### src/rbl_pkg.sv
// ----------------------------------------------------------------------------
// rbl_pkg - shared types and constants for the red/black Laplace sweep
// Beat structs, action codes, register map and reset values.
// ----------------------------------------------------------------------------
package rbl_pkg;

    localparam int DefGridRows = 64;
    localparam int DefGridCols = 256;

    // action codes
    localparam logic [2:0] ActLoadCell = 3'd0;
    localparam logic [2:0] ActLoadTop  = 3'd1;
    localparam logic [2:0] ActLoadBot  = 3'd2;
    localparam logic [2:0] ActSweep    = 3'd3;
    localparam logic [2:0] ActReadCell = 3'd4;

    // register indexes
    localparam logic [2:0] RegRows   = 3'd0;
    localparam logic [2:0] RegCols   = 3'd1;
    localparam logic [2:0] RegOdd    = 3'd2;
    localparam logic [2:0] RegLeft   = 3'd3;
    localparam logic [2:0] RegRight  = 3'd4;
    localparam logic [2:0] RegThresh = 3'd5;

    localparam int PaddrW = 5;

    localparam logic [6:0]  RstRows   = 7'd64;
    localparam logic [8:0]  RstCols   = 9'd256;
    localparam logic [15:0] RstRight  = 16'd25600;
    localparam logic [15:0] RstThresh = 16'd26;

    typedef struct packed {
        logic [2:0]  action;
        logic [5:0]  row;
        logic [7:0]  col;
        logic [15:0] value;
    } t_item;

    typedef struct packed {
        logic [15:0] read_value;
        logic [15:0] max_change;
        logic        converged;
    } t_result;

    typedef struct packed {
        logic [6:0]  rows_in_use;
        logic [8:0]  cols_in_use;
        logic        odd_rank;
        logic [15:0] left_boundary;
        logic [15:0] right_boundary;
        logic [15:0] converge_threshold;
    } t_cfg;

    // write target of the storage
    typedef enum logic [1:0] {
        WR_NONE = 2'd0,
        WR_GRID = 2'd1,
        WR_TOP  = 2'd2,
        WR_BOT  = 2'd3
    } t_wr_sel;

    typedef struct packed {
        t_wr_sel     sel;
        logic [15:0] data;
    } t_wr_ctl;

endpackage

### src/rbl_cfg.sv
// ----------------------------------------------------------------------------
// rbl_cfg - configuration registers
// APB-style register file, write on access phase, combinational readback.
// ----------------------------------------------------------------------------
module rbl_cfg (
    input  logic                       i_clk,
    input  logic                       i_rst_n,
    input  logic                       psel,
    input  logic                       penable,
    input  logic                       pwrite,
    input  logic [rbl_pkg::PaddrW-1:0] paddr,
    input  logic [31:0]                pwdata,
    output logic [31:0]                prdata,
    output logic                       pready,
    output rbl_pkg::t_cfg              o_cfg
);

    rbl_pkg::t_cfg r_cfg;
    logic [2:0]    idx;

    assign idx    = paddr[4:2];
    assign pready = 1'b1;
    assign o_cfg  = r_cfg;

    always_ff @(posedge i_clk) begin
        if (!i_rst_n) begin
            r_cfg.rows_in_use        <= rbl_pkg::RstRows;
            r_cfg.cols_in_use        <= rbl_pkg::RstCols;
            r_cfg.odd_rank           <= 1'b0;
            r_cfg.left_boundary      <= 16'd0;
            r_cfg.right_boundary     <= rbl_pkg::RstRight;
            r_cfg.converge_threshold <= rbl_pkg::RstThresh;
        end else if (psel && penable && pwrite) begin
            unique case (idx)
                rbl_pkg::RegRows:   r_cfg.rows_in_use        <= pwdata[6:0];
                rbl_pkg::RegCols:   r_cfg.cols_in_use        <= pwdata[8:0];
                rbl_pkg::RegOdd:    r_cfg.odd_rank           <= pwdata[0];
                rbl_pkg::RegLeft:   r_cfg.left_boundary      <= pwdata[15:0];
                rbl_pkg::RegRight:  r_cfg.right_boundary     <= pwdata[15:0];
                rbl_pkg::RegThresh: r_cfg.converge_threshold <= pwdata[15:0];
                default: ;
            endcase
        end
    end

    always_comb begin
        unique case (idx)
            rbl_pkg::RegRows:   prdata = {25'd0, r_cfg.rows_in_use};
            rbl_pkg::RegCols:   prdata = {23'd0, r_cfg.cols_in_use};
            rbl_pkg::RegOdd:    prdata = {31'd0, r_cfg.odd_rank};
            rbl_pkg::RegLeft:   prdata = {16'd0, r_cfg.left_boundary};
            rbl_pkg::RegRight:  prdata = {16'd0, r_cfg.right_boundary};
            rbl_pkg::RegThresh: prdata = {16'd0, r_cfg.converge_threshold};
            default:            prdata = 32'd0;
        endcase
    end

endmodule

### config.mk
export PLATFORM = sky130hd
export DESIGN_NAME = rbl_cfg
export DESIGN_NICKNAME = d
export VERILOG_FILES = /design/src/rbl_pkg.sv /design/src/rbl_cfg.sv
export SDC_FILE = /design/constraint.sdc
export NUM_CORES = 1
export LEC_CHECK = 0
export ABC_CLOCK_PERIOD_IN_PS = 1300
export CAP_MARGIN = 25
export CORE_MARGIN = 5
export CORE_UTILIZATION = 55
export DETAILED_ROUTE_END_ITERATION = 8
export DONT_BUFFER_PORTS = 1
export PLACE_DENSITY = 0.72
export SETUP_SLACK_MARGIN = 0.1
export SYNTH_ARGS = -nofsm -noshare
export SYNTH_HDL_FRONTEND = slang
export SYNTH_SLANG_ARGS = --single-unit
### constraint.sdc
create_clock -name i_clk -period 1.3 [get_ports i_clk]
set_input_delay 0.13 -clock i_clk [delete_from_list [all_inputs] [get_ports i_clk]]
set_output_delay 0.13 -clock i_clk [all_outputs]
set_load 0.05 [all_outputs]
==> flow_summary.ini <==
[grt]
grt_pass1_vias = 2830
grt_pass1_wl_um = 14600
grt_overflow = 0
grt_max_degree = 82
grtUsageTotal_pct = 25.6
antenna_found_initial = 0

[timing]
hold_slack_ns = -0.0891
hold_viol = 55
period_share_pct = 124
rsz0062_at_grt = true
finClkSkew_ns = 0
fin_crit_ns = 1.61
tightest_slew_ns = 0.498
slew_viol_final = 0
setup_viol = 7
max_freq_mhz = 622
setup_ws_ns = -0.307
max_slew_margin_pct = 66.4

[setup_path]
setup.worst_path.start_class = register
cp_slowest_cell = dfxtp_4
r2r_start = o_cfg[29]
path_buf_inv = 1
cp.required_ns = 1.17
crit_end = prdata[6]
crit_cells = 4
r2r_setup_slack_ns = 0.25
crit_chain = mux2_4 -> a221oi_4 -> nor2_4 -> buf_12
timing.rr.end = o_cfg[29]
cp_top_family = flip-flops
worst-setup-path-type = register to primary output
cp-end-kind = primary output
critPathArrivalTime_ns = 1.48
reg2regPathDepth = 3
crit_fanout = 2
max_stage_delay_ns = 0.34
startpoint = o_cfg[55]

[placed_design]
place_area_um2 = 4360
post-place-ws_ns = 0.0266
io_buffers = 0
gp_congestion = 0.755
dpl.hpwl_um = 6440

[power]
power_mw = 4.15
ir_worst_vdd_mv = 0.739
leakage_nw = 1.89
power_density_nw_per_um2 = 877

[floorplan]
die_w_um = 85.3
coreArea_um2 = 5510
die_y_um = 85.3
start_util_pct = 56.7
rows = 27
die-area_um2 = 7280
io_pins = 140

[logic_synthesis]
synth_xor_area_share_pct = 0
synth_seq_cells = 65
synthCells = 333
synth-simple-area-share_pct = 12.9
synth_top_family_by_area = multiplexers
synth_area_um2 = 3120
yosys-mux-area-fraction_pct = 25.9
ys_seq_area_share_pct = 41.7
synthAdderAreaFrac_pct = 0
yosys_warnings = 0
avgSynthCellArea_um2 = 9.37
synth_cell_types = 29
synth_compound_area_share_pct = 10.2

[routing]
drtPass1Iterations = 4
drc = 0
wire_per_inst_um = 20.2
drt_wl_total_um = 9980
via_count = 2794
dr.first_iter.drc_count = 173
ant_nets = 0
vias_per_cell = 5.66

[clocking]
clock_path_buffers = 2
clock-sinks = 65
numCtsBuffers = 9
worstSkewPairLatency_ns = 0.34
cts_root_buffer = clkbuf_8
cts_tree = done
cts.reportedPaths.clkPinSlew_ns = 0.07
h-tree-depth = 3

[cells_and_area]
nNetsFinal = 459
fillers = 298
diodes = 0
drive_above_1_share_pct = 50.5
final_cell_area_um2 = 4730
largest_register_ffs = 65
syn_to_final_growth_pct = 51.5

[outcome]
status = finished, violations left
violations = hold timing, setup timing

[worst_hold_path]
min_path_type = input pin to register

[run]
max_cap_viol_count = 0
==> cell usage after synthesis <==
master | instances | area, µm²
o22ai_1 | 3 | 18.8
or3_1 | 2 | 12.5
o211ai_1 | 3 | 22.5
nand4b_1 | 1 | 8.76
conb_1 | 2 | 7.51
o21a_1 | 6 | 45.0
a21oi_1 | 1 | 5.00
mux2_2 | 5 | 56.3
nand2_1 | 73 | 274
o311ai_0 | 6 | 52.6
o31ai_1 | 3 | 22.5
and3_1 | 1 | 6.26
o21ai_0 | 6 | 30.0
nor2_1 | 7 | 26.3
or4bb_1 | 1 | 11.3
clkbuf_1 | 14 | 52.6
mux2i_1 | 75 | 751
nor2_4 | 1 | 11.3
o221ai_1 | 2 | 17.5
buf_2 | 5 | 25.0
buf_4 | 22 | 165
o2bb2ai_1 | 7 | 61.3
dfxtp_1 | 65 | 1300
nand4_4 | 1 | 21.3
nand2b_1 | 3 | 18.8
a221oi_1 | 5 | 43.8
inv_1 | 10 | 37.5
nor2_2 | 2 | 12.5
buf_1 | 1 | 3.75
==> metal layers <==
metal	part of all wire (%)	GRT usage (%)	wire length [µm]	vias up
met1	38	30.3	3760	1362
met2	51	42.4	5130	114
met4	2.2	11.5	215	0
li1	-	-	-	1300
met5	0	0	0	-
met3	8.7	8.06	869	18
==> placed cells by master, fill, tap and decap left out, types with 2 or more instances in the layout <==
cell type and instances:
clkbuf_8 10, o211ai_1 3, mux2_4 5, dfxtp_4 12, nand2b_1 2, o311ai_0 6
o31ai_1 3, o21a_1 5, buf_12 18, buf_4 80, conb_1 17, dfxtp_1 7
inv_1 10, mux2i_1 64, clkinv_2 2, or3_1 2, dfxtp_2 46, o2bb2ai_4 7
o21ai_0 6, nor2_4 6, dlygate4sd3_1 2, nand2_1 73, o22ai_4 2, mux2i_4 10
nor2_2 4, a221oi_4 5, clkbuf_1 3
==> timing repair <==
item,CTS,global route
setup buffers,0,1
gates resized for setup,18,7
pin swaps,12,5
endpoints found under the hold margin,65,65
setup endpoints to repair,16,16
gates cloned,0,0
==> how the worst min path moves through the flow <==
| stage | start | to | slack, ns | depth (start not counted) |
|---|---|---|---|---|
| CTS | i_rst_n | o_cfg[57] | -0.13 | 1 |
| detailed placement | i_rst_n | o_cfg[57] | 0.24 | 1 |
| global placement | i_rst_n | o_cfg[57] | 0.23 | 1 |
| finish | i_rst_n | o_cfg[26] | -0.09 | 1 |
| floorplan | pwdata[10] | o_cfg[10] | 0.29 | 2 |
| global route | i_rst_n | o_cfg[4] | -0.12 | 1 |
==> worst reg2reg max path, stage by stage, from the launching register on <==
cell and delay [ns]:
dfxtp_2 0.37, buf_4 0.22, o21ai_0 0.13, o311ai_0 0.17
==> stage by stage <==
step | util [%] | TNS, ns | std cells | hold WS [ns]
6_report | 85.9 | -1.65 | 494 | -0.0891
5_1_grt | 85.9 | -2.06 | 494 | -0.121
4_1_cts | 84.4 | -1.72 | 491 | -0.130
3_5_place_dp | 79.2 | 0 | 475 | 0.236
3_3_place_gp | 79.2 | 0 | 475 | 0.228
2_1_floorplan | - | -0.0396 | 348 | 0.287
==> logic make-up after synthesis <==
logic type	after synthesis
flip-flops	65
buffers and inverters	52
AO/OA/AOI/OAI	42
other	2
AND/OR/NAND/NOR	92
multiplexers	80
==> final cells by class <==
type | instances | area, µm² | share of cell area, %
inverter | 10 | 37.5 | 0.794
timing repair buffer | 100 | 981 | 20.7
clock buffer | 13 | 149 | 3.15
sequential | 65 | 1400 | 29.7
tap | 72 | 90.1 | 1.90
clock inverter | 3 | 17.5 | 0.370
multi-input combinational | 231 | 2050 | 43.4
==> power by group <==
part | switching, mW | leakage (nW) | internal (mW)
registers | 0.0133 | 0.550 | 1.98
clock network | 0.785 | 0.0834 | 0.740
logic | 0.401 | 1.26 | 0.222
Note: power is estimated with default switching activity, not from simulation.
